==> config.mk <==
export PLATFORM = sky130hd
export DESIGN_NAME = frame_request_coalescer_unit
export DESIGN_NICKNAME = d
export VERILOG_FILES = /design/src/rtl/core/frc_pkg.sv /design/src/rtl/core/frc_burst.sv /design/src/rtl/core/frame_request_coalescer_unit.sv
export SDC_FILE = /design/constraint.sdc
export NUM_CORES = 1
export LEC_CHECK = 0
export BUFFER_PORTS_ARGS = -buffer_cell sky130_fd_sc_hd__buf_2
export CAP_MARGIN = 20
export CORE_ASPECT_RATIO = 1.2
export CORE_MARGIN = 2
export CORE_UTILIZATION = 60
export DETAILED_ROUTE_END_ITERATION = 10
export PLACE_DENSITY = 0.78
export SYNTH_ARGS = -nofsm -noshare
export SYNTH_HDL_FRONTEND = slang
export SYNTH_HIERARCHICAL = 1
export SYNTH_SLANG_ARGS = --single-unit
==> constraint.sdc <==
create_clock -name i_clk -period 19.85 [get_ports i_clk]
set_input_delay 0.9925 -clock i_clk [delete_from_list [all_inputs] [get_ports i_clk]]
set_output_delay 0.9925 -clock i_clk [all_outputs]
set_load 0.05 [all_outputs]
==> src/rtl/core/frc_pkg.sv <==
`timescale 1ns / 1ps

package frc_pkg;

    localparam int TIME_BITS_DEF  = 48;
    localparam int URGENCY_LEVELS = 4;

    localparam int REQ_W     = 2;
    localparam int LEVEL_W   = 2;
    localparam int SINK_W    = 2;
    localparam int CFG_W     = 24;
    localparam int CFG_IDX_W = 2;

    typedef enum logic [REQ_W-1:0] {
        REQ_FRAME  = 2'd0,
        REQ_DONE   = 2'd1,
        REQ_CANCEL = 2'd2,
        REQ_POLL   = 2'd3
    } t_req_kind;

    typedef enum logic [SINK_W-1:0] {
        SINK_READY   = 2'd0,
        SINK_BLOCKED = 2'd1,
        SINK_UNAVAIL = 2'd2
    } t_sink;

    typedef enum logic [CFG_IDX_W-1:0] {
        CFG_GAP_WINDOW  = 2'd0,
        CFG_SUST_AFTER  = 2'd1,
        CFG_SUST_DELAY  = 2'd2,
        CFG_SHORT_DELAY = 2'd3
    } t_cfg_idx;

    localparam logic [CFG_W-1:0] RST_GAP_WINDOW  = 24'd50000;
    localparam logic [CFG_W-1:0] RST_SUST_AFTER  = 24'd100000;
    localparam logic [CFG_W-1:0] RST_SUST_DELAY  = 24'd16000;
    localparam logic [CFG_W-1:0] RST_SHORT_DELAY = 24'd4000;

    localparam logic [LEVEL_W-1:0] LEVEL_BURST = '0;
    // highest urgency code the block keeps; wider settings saturate at the field width
    localparam logic [LEVEL_W-1:0] LEVEL_MAX =
        (URGENCY_LEVELS - 1 > 3) ? 2'd3 : LEVEL_W'(URGENCY_LEVELS - 1);

    typedef struct packed {
        logic [CFG_W-1:0] gap_window;
        logic [CFG_W-1:0] sust_after;
        logic [CFG_W-1:0] sust_delay;
        logic [CFG_W-1:0] short_delay;
    } t_burst_cfg;

    typedef struct packed {
        logic advance;
        logic clear;
    } t_burst_ctl;

endpackage

==> src/rtl/core/frc_burst.sv <==
`timescale 1ns / 1ps

module frc_burst
    import frc_pkg::*;
#(
    parameter int TIME_BITS = TIME_BITS_DEF
) (
    input  logic                 i_clk,
    input  logic                 i_rst_n,
    input  t_burst_ctl           i_ctl,
    input  t_burst_cfg           i_cfg,
    input  logic [TIME_BITS-1:0] i_now,
    output logic [TIME_BITS-1:0] o_cand_time,
    output logic                 o_cand_reached
);

    localparam int CMP_W = (TIME_BITS > CFG_W) ? TIME_BITS : CFG_W;
    localparam int SUM_W = CMP_W + 1;
    localparam logic [TIME_BITS-1:0] TIME_MAX = {TIME_BITS{1'b1}};

    logic                 r_in_burst;
    logic [TIME_BITS-1:0] r_start;
    logic [TIME_BITS-1:0] r_last;

    logic [TIME_BITS:0]   w_gap_diff;
    logic [TIME_BITS:0]   w_age_diff;
    logic                 w_gap_big;
    logic                 w_restart;
    logic                 w_age_sus;
    logic [SUM_W-1:0]     w_sum_short;
    logic [SUM_W-1:0]     w_sum_sust;
    logic [TIME_BITS-1:0] w_due_short;
    logic [TIME_BITS-1:0] w_due_sust;
    logic                 w_delay_zero;

    // a borrow means time ran backwards: gap and age count as zero
    assign w_gap_diff = {1'b0, i_now} - {1'b0, r_last};
    assign w_age_diff = {1'b0, i_now} - {1'b0, r_start};

    assign w_gap_big = !w_gap_diff[TIME_BITS] &&
                       (CMP_W'(w_gap_diff[TIME_BITS-1:0]) > CMP_W'(i_cfg.gap_window));
    assign w_restart = !r_in_burst || w_gap_big;

    // a restarted burst has age zero
    always_comb begin
        if (w_restart || w_age_diff[TIME_BITS]) begin
            w_age_sus = (i_cfg.sust_after == '0);
        end else begin
            w_age_sus = (CMP_W'(w_age_diff[TIME_BITS-1:0]) >= CMP_W'(i_cfg.sust_after));
        end
    end

    assign w_sum_short = SUM_W'(i_now) + SUM_W'(i_cfg.short_delay);
    assign w_sum_sust  = SUM_W'(i_now) + SUM_W'(i_cfg.sust_delay);

    // saturate at the top of the time range
    assign w_due_short = (|w_sum_short[SUM_W-1:TIME_BITS]) ? TIME_MAX
                                                           : w_sum_short[TIME_BITS-1:0];
    assign w_due_sust  = (|w_sum_sust[SUM_W-1:TIME_BITS]) ? TIME_MAX
                                                          : w_sum_sust[TIME_BITS-1:0];

    assign o_cand_time  = w_age_sus ? w_due_sust : w_due_short;
    assign w_delay_zero = w_age_sus ? (i_cfg.sust_delay == '0) : (i_cfg.short_delay == '0);
    // now has reached now plus delay only for a zero delay or for now already at the top of the time range
    assign o_cand_reached = w_delay_zero || (&i_now);

    always_ff @(posedge i_clk) begin
        if (!i_rst_n) begin
            r_in_burst <= 1'b0;
            r_start    <= '0;
            r_last     <= '0;
        end else if (i_ctl.clear) begin
            r_in_burst <= 1'b0;
            r_start    <= '0;
            r_last     <= '0;
        end else if (i_ctl.advance) begin
            r_in_burst <= 1'b1;
            r_last     <= i_now;
            if (w_restart) begin
                r_start <= i_now;
            end
        end
    end

endmodule

==> src/rtl/core/frame_request_coalescer_unit.sv <==
// Frame request coalescer: merges requests into one pending frame with the earliest
// deadline, the highest urgency and a sticky full-repaint flag, and reports the frame
// state for every transaction. It accepts one transaction per clock while the result
// is not stalled and returns one result per transaction. The input register takes the
// transaction and the result register loads from it when the result side is free. A
// stalled result holds the input register, and a full input register then stalls the
// input. The pending-frame and burst-tracking state is updated in the single pass from
// the input register to the result register, so back-to-back transactions see each
// other's effect. Configuration registers must be written through the plain write port
// only while no transaction is in flight; the block itself does not enforce this.
`timescale 1ns / 1ps

module frame_request_coalescer_unit
    import frc_pkg::*;
#(
    parameter int TIME_BITS = TIME_BITS_DEF
) (
    input  logic                 i_clk,
    input  logic                 i_rst_n,

    input  logic                 i_cfg_we,
    input  logic [CFG_IDX_W-1:0] i_cfg_index,
    input  logic [CFG_W-1:0]     i_cfg_data,

    input  logic                 i_in_valid,
    output logic                 o_in_stall,
    input  logic [REQ_W-1:0]     i_req_type,
    input  logic [LEVEL_W-1:0]   i_level,
    input  logic                 i_want_full,
    input  logic [TIME_BITS-1:0] i_now_time,
    input  logic [SINK_W-1:0]    i_sink_state,

    output logic                 o_out_valid,
    input  logic                 i_out_stall,
    output logic                 o_is_pending,
    output logic                 o_full_needed,
    output logic [LEVEL_W-1:0]   o_cur_level,
    output logic                 o_deadline_valid,
    output logic [TIME_BITS-1:0] o_due_time,
    output logic                 o_is_due
);

    t_burst_cfg           r_cfg;

    // input register
    logic                 r_in_valid;
    t_req_kind            r_in_kind;
    logic [LEVEL_W-1:0]   r_in_level;
    logic                 r_in_want;
    logic [TIME_BITS-1:0] r_in_now;
    logic [SINK_W-1:0]    r_in_sink;

    // pending frame
    logic                 r_pending;
    logic                 r_full;
    logic [LEVEL_W-1:0]   r_level;
    logic [TIME_BITS-1:0] r_deadline;
    logic                 n_pending;
    logic                 n_full;
    logic [LEVEL_W-1:0]   n_level;
    logic [TIME_BITS-1:0] n_deadline;

    // result register
    logic                 r_out_valid;
    logic                 r_is_pending;
    logic                 r_full_needed;
    logic [LEVEL_W-1:0]   r_cur_level;
    logic                 r_deadline_valid;
    logic [TIME_BITS-1:0] r_due_time;
    logic                 r_is_due;
    logic                 n_deadline_valid;
    logic                 n_is_due;

    logic                 w_out_load;
    logic                 w_fire;
    logic                 w_in_accept;
    logic [LEVEL_W-1:0]   w_level;
    logic                 w_sink_ok;
    logic                 w_req;
    logic                 w_is_burst;
    logic [TIME_BITS-1:0] w_burst_cand;
    logic                 w_burst_reached;
    logic [TIME_BITS-1:0] w_cand;
    logic                 w_cand_reached;
    logic                 w_take_cand;
    logic                 w_now_ge_old;
    logic                 w_due_ge;
    t_burst_ctl           w_burst_ctl;

    // ---------------------------------------------------------------- config
    always_ff @(posedge i_clk) begin
        if (!i_rst_n) begin
            r_cfg.gap_window  <= RST_GAP_WINDOW;
            r_cfg.sust_after  <= RST_SUST_AFTER;
            r_cfg.sust_delay  <= RST_SUST_DELAY;
            r_cfg.short_delay <= RST_SHORT_DELAY;
        end else if (i_cfg_we) begin
            unique case (t_cfg_idx'(i_cfg_index))
                CFG_GAP_WINDOW:  r_cfg.gap_window  <= i_cfg_data;
                CFG_SUST_AFTER:  r_cfg.sust_after  <= i_cfg_data;
                CFG_SUST_DELAY:  r_cfg.sust_delay  <= i_cfg_data;
                CFG_SHORT_DELAY: r_cfg.short_delay <= i_cfg_data;
                default: ;
            endcase
        end
    end

    // ------------------------------------------------------------ handshake
    assign w_out_load  = !r_out_valid || !i_out_stall;
    assign w_fire      = r_in_valid && w_out_load;
    assign o_in_stall  = r_in_valid && !w_out_load;
    assign w_in_accept = i_in_valid && !o_in_stall;

    always_ff @(posedge i_clk) begin
        if (!i_rst_n) begin
            r_in_valid <= 1'b0;
        end else if (w_in_accept) begin
            r_in_valid <= 1'b1;
        end else if (w_fire) begin
            r_in_valid <= 1'b0;
        end
    end

    always_ff @(posedge i_clk) begin
        if (w_in_accept) begin
            r_in_kind  <= t_req_kind'(i_req_type);
            r_in_level <= i_level;
            r_in_want  <= i_want_full;
            r_in_now   <= i_now_time;
            r_in_sink  <= i_sink_state;
        end
    end

    // ---------------------------------------------------------- burst track
    assign w_level    = (int'(r_in_level) > URGENCY_LEVELS - 1) ? LEVEL_MAX : r_in_level;
    assign w_sink_ok  = (r_in_sink == SINK_READY) || (r_in_sink == SINK_BLOCKED);
    assign w_req      = (r_in_kind == REQ_FRAME) && w_sink_ok;
    assign w_is_burst = (w_level == LEVEL_BURST);

    assign w_burst_ctl.advance = w_fire && w_req && w_is_burst;
    assign w_burst_ctl.clear   = w_fire && (r_in_kind == REQ_CANCEL);

    frc_burst #(
        .TIME_BITS (TIME_BITS)
    ) u_burst (
        .i_clk          (i_clk),
        .i_rst_n        (i_rst_n),
        .i_ctl          (w_burst_ctl),
        .i_cfg          (r_cfg),
        .i_now          (r_in_now),
        .o_cand_time    (w_burst_cand),
        .o_cand_reached (w_burst_reached)
    );

    // ---------------------------------------------------------- frame merge
    assign w_cand         = w_is_burst ? w_burst_cand : r_in_now;
    assign w_cand_reached = w_is_burst ? w_burst_reached : 1'b1;
    assign w_take_cand    = !r_pending || (w_cand < r_deadline);
    assign w_now_ge_old   = (r_in_now >= r_deadline);

    always_comb begin
        n_pending  = r_pending;
        n_full     = r_full;
        n_level    = r_level;
        n_deadline = r_deadline;
        w_due_ge   = w_now_ge_old;
        unique case (r_in_kind) inside
            REQ_FRAME: begin
                if (w_req) begin
                    n_pending = 1'b1;
                    if (w_take_cand) begin
                        n_deadline = w_cand;
                        w_due_ge   = w_cand_reached;
                    end
                    if (!r_pending || (w_level > r_level)) begin
                        n_level = w_level;
                    end
                    n_full = r_full || r_in_want || (r_in_sink == SINK_BLOCKED);
                end
            end
            REQ_DONE, REQ_CANCEL: begin
                n_pending  = 1'b0;
                n_full     = 1'b0;
                n_level    = LEVEL_BURST;
                n_deadline = '0;
            end
            REQ_POLL: ;
            default: ;
        endcase
    end

    assign n_deadline_valid = n_pending && (r_in_sink == SINK_READY);
    assign n_is_due         = n_deadline_valid && w_due_ge;

    always_ff @(posedge i_clk) begin
        if (!i_rst_n) begin
            r_pending  <= 1'b0;
            r_full     <= 1'b0;
            r_level    <= LEVEL_BURST;
            r_deadline <= '0;
        end else if (w_fire) begin
            r_pending  <= n_pending;
            r_full     <= n_full;
            r_level    <= n_level;
            r_deadline <= n_deadline;
        end
    end

    // ------------------------------------------------------------ result
    always_ff @(posedge i_clk) begin
        if (!i_rst_n) begin
            r_out_valid <= 1'b0;
        end else if (w_fire) begin
            r_out_valid <= 1'b1;
        end else if (!i_out_stall) begin
            r_out_valid <= 1'b0;
        end
    end

    always_ff @(posedge i_clk) begin
        if (w_fire) begin
            r_is_pending     <= n_pending;
            r_full_needed    <= n_full;
            r_cur_level      <= n_level;
            r_deadline_valid <= n_deadline_valid;
            r_due_time       <= n_deadline;
            r_is_due         <= n_is_due;
        end
    end

    assign o_out_valid      = r_out_valid;
    assign o_is_pending     = r_is_pending;
    assign o_full_needed    = r_full_needed;
    assign o_cur_level      = r_cur_level;
    assign o_deadline_valid = r_deadline_valid;
    assign o_due_time       = r_due_time;
    assign o_is_due         = r_is_due;

`ifndef SYNTH
    a_idle_frame_clear: assert property (@(posedge i_clk) disable iff (!i_rst_n)
        !r_pending |-> (!r_full && (r_level == LEVEL_BURST) && (r_deadline == '0)))
        else $error("idle frame state not cleared");

    a_due_needs_valid: assert property (@(posedge i_clk) disable iff (!i_rst_n)
        (r_out_valid && r_is_due) |-> (r_deadline_valid && r_is_pending))
        else $error("due reported without a valid deadline");

    a_result_matches_state: assert property (@(posedge i_clk) disable iff (!i_rst_n)
        w_fire |=> (r_is_pending == r_pending) && (r_due_time == r_deadline))
        else $error("result register disagrees with frame state");

    a_stall_only_when_full: assert property (@(posedge i_clk) disable iff (!i_rst_n)
        o_in_stall |-> (r_in_valid && r_out_valid))
        else $error("input stalled with room downstream");
`endif

endmodule

== Word level (Yosys, flattened, before mapping) ==
Index checks and enable logic that the tools add are counted.

* Bits of input ports: 86
* Output and inout port bits: 56
* Register bits after elaboration: 356

* Add/sub/neg operators: 4
* Order comparisons: 5
* Reduce and logical (&&, ||, !) cells: 42
* Bitwise logic cells: 1
* Eq/ne operators: 7
* Multiplexer cells: 24

{| class="wikitable"
|+ Operators with widths
! operator !! number
|-
| $mux 48 || 6
|-
| $add 48x24->49 || 2
|-
| $sub 48x48->49 || 2
|-
| $pmux 48 s2 || 1
|-
| $logic_not 24->1 || 3
|-
| $ge 48x24->1 || 1
|-
| $ge 48x48->1 || 1
|-
| $gt 48x24->1 || 1
|-
| $lt 48x48->1 || 1
|-
| $reduce_and 48->1 || 1
|-
| $mux 1 || 12
|-
| $logic_and 1x1->1 || 10
|-
| $reduce_and 2->1 || 5
|-
| $logic_or 1x1->1 || 9
|-
| $logic_not 2->1 || 4
|-
| $logic_not 1->1 || 7
|-
| $eq 2x1->1 const B || 3
|-
| $eq 2x2->1 const B || 3
|-
| $mux 2 || 2
|-
| $pmux 1 s2 || 2
|-
| $pmux 2 s2 || 1
|-
| $reduce_or 2->1 || 2
|-
| $gt 2x2->1 || 1
|-
| $ne 2x1->1 const B || 1
|-
| other kinds (2) || 2
|}

== Longest topological paths before layout ==
* Depth in word-level cells: 14
* Gate-level depth with buffers: 40
* Gate-level depth less buffers: 36

== Hierarchy ==
The synthesis kept the hierarchy.

{| class="wikitable"
|+ By module, submodules not included
! module !! sequential area each (um^2) !! times used !! cells an instance !! area each (um^2)
|-
| frc_burst || 1941.9 || 1 || 2065 || 14732.9
|-
| frame_request_coalescer_unit || 6276.0 || 1 || 1152 || 11718.7
|}

== Worst setup path before layout ==
No wires, ideal clock.

* Path type: flip-flop to flip-flop
* From: reg r_in_now[1]
* To: reg r_due_time[10], in the netlist o_due_time[10] (data pin)
* Clock period less this slack: 7666 ps
* Arrival time: 7392 ps
* Required time: 19576 ps
* Library setup time: 274 ps
* Stages on the path, launching flop included: 36
* Path buffers: 3
* Path slack: 12184 ps
* Cell sequence: edfxtp_1 ha_1 nor2b_1 o31a_1 o311ai_0 nand3_1 a21oi_1 xnor2_1 ha_1 a21oi_1 o221ai_1 a31oi_1 o211ai_1 or4_1 a2111oi_0 nand4_1 nor4_1 and4_1 and4_2 nor3b_1 buf_2 nor4_1 mux2_2 mux2i_1 inv_1 ha_1 nand4_1 nor4_1 and2_1 and3_1 a221oi_2 a21oi_1 nor2_1 buf_2 buf_2 o22ai_1

* Word-level cells in the longest chain between the ends: 13

{| class="wikitable"
|+ RTL lines
! element !! line !! RTL
|-
| start: declaration || frame_request_coalescer_unit.sv:50 || <nowiki>logic [TIME_BITS-1:0] r_in_now;</nowiki>
|-
| start signal: assignment || frame_request_coalescer_unit.sv:129 || <nowiki>r_in_now <= i_now_time;</nowiki>
|-
| $sub 48x48->49 || frc_burst.sv:37 || <nowiki>assign w_gap_diff = {1'b0, i_now} - {1'b0, r_last};</nowiki>
|-
| $gt 48x24->1 / $logic_not 1->1 (equally long branches) || frc_burst.sv:41, frc_burst.sv:40 ||
|-
| $logic_and 1x1->1 || frc_burst.sv:40 || <nowiki>assign w_gap_big = !w_gap_diff[TIME_BITS] &&</nowiki>
|-
| $logic_or 1x1->1 || frc_burst.sv:42 || <nowiki>assign w_restart = !r_in_burst || w_gap_big;</nowiki>
|-
| $logic_or 1x1->1 || frc_burst.sv:46 || <nowiki>if (w_restart || w_age_diff[TIME_BITS]) begin</nowiki>
|-
| $mux 1 || frc_burst.sv:46 ||
|-
| $mux 48 (*) || frc_burst.sv:62 || <nowiki>assign o_cand_time = w_age_sus ? w_due_sust : w_due_short;</nowiki>
|-
| via w_burst_cand[42] || frame_request_coalescer_unit.sv:81 || <nowiki>logic [TIME_BITS-1:0] w_burst_cand;</nowiki>
|-
| $mux 48 (*) || frame_request_coalescer_unit.sv:156 || <nowiki>assign w_cand = w_is_burst ? w_burst_cand : r_in_now;</nowiki>
|-
| $lt 48x48->1 (*) || frame_request_coalescer_unit.sv:158 || <nowiki>assign w_take_cand = !r_pending || (w_cand < r_deadline);</nowiki>
|-
| $logic_or 1x1->1 (*) || frame_request_coalescer_unit.sv:158 ||
|-
| $mux 48 (*) || frame_request_coalescer_unit.sv:171 || <nowiki>if (w_take_cand) begin</nowiki>
|-
| $mux 48 (*) || frame_request_coalescer_unit.sv:169 || <nowiki>if (w_req) begin</nowiki>
|-
| $pmux 48 s2 (*) || frame_request_coalescer_unit.sv:167 || <nowiki>unique case (r_in_kind) inside</nowiki>
|-
| via n_deadline[10] || frame_request_coalescer_unit.sv:61 || <nowiki>logic [TIME_BITS-1:0] n_deadline;</nowiki>
|-
| end signal: assignment || frame_request_coalescer_unit.sv:226 || <nowiki>r_due_time <= n_deadline;</nowiki>
|-
| end: declaration || frame_request_coalescer_unit.sv:69 || <nowiki>logic [TIME_BITS-1:0] r_due_time;</nowiki>
|}

Mark *: on every way through the listed nets, which the timed path passes. The rest lies on a longest branch.
A chain may end at the register's enable or synchronous reset.

== Worst setup path in the final report ==
* From: reg r_in_now[0]
* To: reg r_due_time[12], in the netlist o_due_time[12] (data pin)

Same word-level chain as after synthesis.

==> results.toml <==
[setup_path]
worstPathMaxFanout = 31
critPathCaptureType = "flop"
cp.required_ps = 20160
cp_slowest_cell = "nor4_1"
slowest_delay_ps = 790
worstSetupPathType = "reg -> reg"
ff2ff_path_depth = 35
cp-start-kind = "flop"
critPathArrivalTime_ps = 11110

[grt]
antenna_found_initial = 0
use_met2_pct = 63.2
track_usage_pct = 36.5
use_met3_pct = 5.49
grt_max_degree = 98
first_global_vias = 23700
top_usage_layer = "met2"
met1_usage_pct = 45.3
overflow = 0
grt_pass1_wl_mm = 131

[clock_tree]
htreeDepth = 2
clock_latency_ps = 590
ctsHoldBuffers = 0
post_cts_buffers = 0
cts_buffers = 39
clockBufferDepth = 3
cts_tree = "yes"
post_cts_resized = 0
cts_sinks = 356
root_buffer = "clkbuf_16"
clk_pin_slew_ps = 60

[placed_design]
portBuffers = 141
dpl.hpwl_mm = 65.6
dpl_cell_area_um2 = 27600
dp_slack_ps = 9400
finalWeightedCongestion = 0.995

[synthesis]
yosys.area.top_type_share_pct = 18.7
yosys_warnings = 6
syn-cell-area_um2 = 26500
syn_avg_cell_area_um2 = 8.22
yosys.area.top_type = "dfxtp_1"
synth_area_leaders = "dfxtp_1, ha_1, edfxtp_1, nand2_1, mux2i_1"
synth.ff_latch_count = 356
ys.flop_type = "dfxtp_1"
yosysUniqueCellTypes = 88
syn_inst = 3217
syn_nets = 3596
async_reset_ff_share_pct = 0
synth-seq-area-share_pct = 31.1
synth_edf_count = 109

[final_layout]
fin_area_um2 = 29100
n_antenna_cell = 0
nFillCells = 3669
num-nets-final = 3678
syn2layout_area_growth_pct = 9.94
mostFrequentLayoutCells = "nand2_1, inv_1, ha_1, nor2_1, dfxtp_1"
drive_above_1_share_pct = 9.28
layout_commonest_cell = "nand2_1"

[power]
vdd_drop_max_v = 0.0000750
p_per_area_nw_per_um2 = 70.0
p_leak_nw = 11.7

[route]
vias = 25000
via_per_inst = 6.44
ant_nets = 0
drtIter0Drc = 2243
wl_mm = 85.7
routedWlPerCell_um = 22.0
dr.pass1.iters = 8
drc_errors = 0

[worst_hold_path]
min_path_type = "reg -> reg"
holdPathStages = 2

[floorplan]
die_y_um = 234
core-area_um2 = 43700
dieWidth_um = 196
io_pins = 142
die_area_um2 = 45800
rows = 84
start_util_pct = 60.5

[timing]
hold_viol = 0
finClkSkew_ps = 29.0
rsz0062_at_grt = "no"
setup_viol_count_final = 0
finalCriticalPeriod_ps = 10800
slew_headroom_pct = 24.6
drv_slew = 0
tightest_slew_ps = 1120
setup_tns_ps = 0
fmax_mhz = 92.6
finalCritPeriodShare_pct = 54.4
setup_ws_ps = 9050

[job]
drv_cap = 0

[outcome]
status = "complete, no violations"
==> worst max-delay path: cells and delay by family (launching register included) <==
family                     cells  cell delay (ps)
adders and majority gates      4             1280
buffers and inverters          4              780
AOI/OAI and AO/OA             17             4750
xor gates and xnor gates       1              200
DFF                            1              510
muxes                          1              360
and+or+nand+nor                8             2580
==> registers in the layout, indices dropped and copies added (netlist names), 2 cells and up <==
signal / cells
o_cur_level: 2
o_due_time: 48
r_cfg: 96
r_deadline: 48
r_in_kind: 2
r_in_level: 2
r_in_now: 48
r_in_sink: 2
r_level: 2
u_burst/r_last: 48
u_burst/r_start: 48
==> synth_stat cells, drive strengths merged (13+ instances only) <==
cell and count:
a211oi 30, a21boi 83, a21o 52, a21oi 225, a22oi 25, a31oi 19, and2 15, and3 17
buf 37, clkbuf 99, dfxtp 247, edfxtp 109, ha 289, inv 290, mux2 13, mux2i 145
nand2 389, nand2b 15, nand3 86, nand4 73, nor2 257, nor2b 18, nor3 46, nor4 40
o211ai 26, o21a 37, o21ai 129, o21bai 18, o22ai 100, or2 14, or3 15, xnor2 57
xor2 46
==> final timing paths <==
| kind | slack (ps) | start | end |
|---|---|---|---|
| max reg2reg | 9050 | r_in_now[0]$_DFFE_PP_ | o_due_time[12]$_DFFE_PP_ |
| min | 470 | r_cfg[90]$_SDFFE_PN0P_ | r_cfg[90]$_SDFFE_PN0P_ |
| max | 9050 | r_in_now[0]$_DFFE_PP_ | o_due_time[12]$_DFFE_PP_ |
| min reg2reg | 470 | r_cfg[90]$_SDFFE_PN0P_ | r_cfg[90]$_SDFFE_PN0P_ |
==> metal layers <==
layer | part of all wire [%] | up-vias
li1 | - | 11800
met1 | 40 | 11900
met2 | 48 | 1087
met3 | 7.4 | 241
met4 | 4.7 | 0
met5 | 0 | -
==> power by group <==
part	internal, W	total, W	leakage (nW)	switching, W
logic	0.000155	0.000428	7.92	0.000273
registers	0.000774	0.000801	3.06	0.0000268
clock network	0.000481	0.000808	0.711	0.000327
total	0.00141	0.00204	11.7	0.000626
==> kinds of logic after synthesis <==
kind of cell / Yosys count / synth area share, %
XOR/XNOR: 103 / 3.41
flip-flops: 356 / 31.1
AND/OR/NAND/NOR: 1023 / 17.8
AO/OA/AOI/OAI: 857 / 21.4
multiplexers: 158 / 6.04
adder cells (fa/ha/maj): 293 / 14.0
buffers and inverters: 427 / 6.33
==> cell type report <==
cell class,instances,area (um2),share of cell area [%]
multi-input combinational,2434,16600,57.2
sequential,356,8220,28.3
clock buffer,50,1150,3.96
inverter,291,1090,3.76
timing repair buffer,177,1000,3.45
tap,559,699,2.41
clock inverter,21,290,0.998
==> metrics by stage <==
stage / total power, W / util [%] / hold WS [ps] / cells
2_1_floorplan: 0.00110 / - / 434 / 3217
5_1_grt: 0.00211 / 66.5 / 482 / 3888
6_report: 0.00204 / 66.5 / 470 / 3888
4_1_cts: 0.00203 / 66.4 / 469 / 3886
3_3_place_gp: 0.00122 / 63.1 / 447 / 3814
3_5_place_dp: 0.00123 / 63.1 / 460 / 3815
No activity file was read; power rests on OpenSTA's default activity.
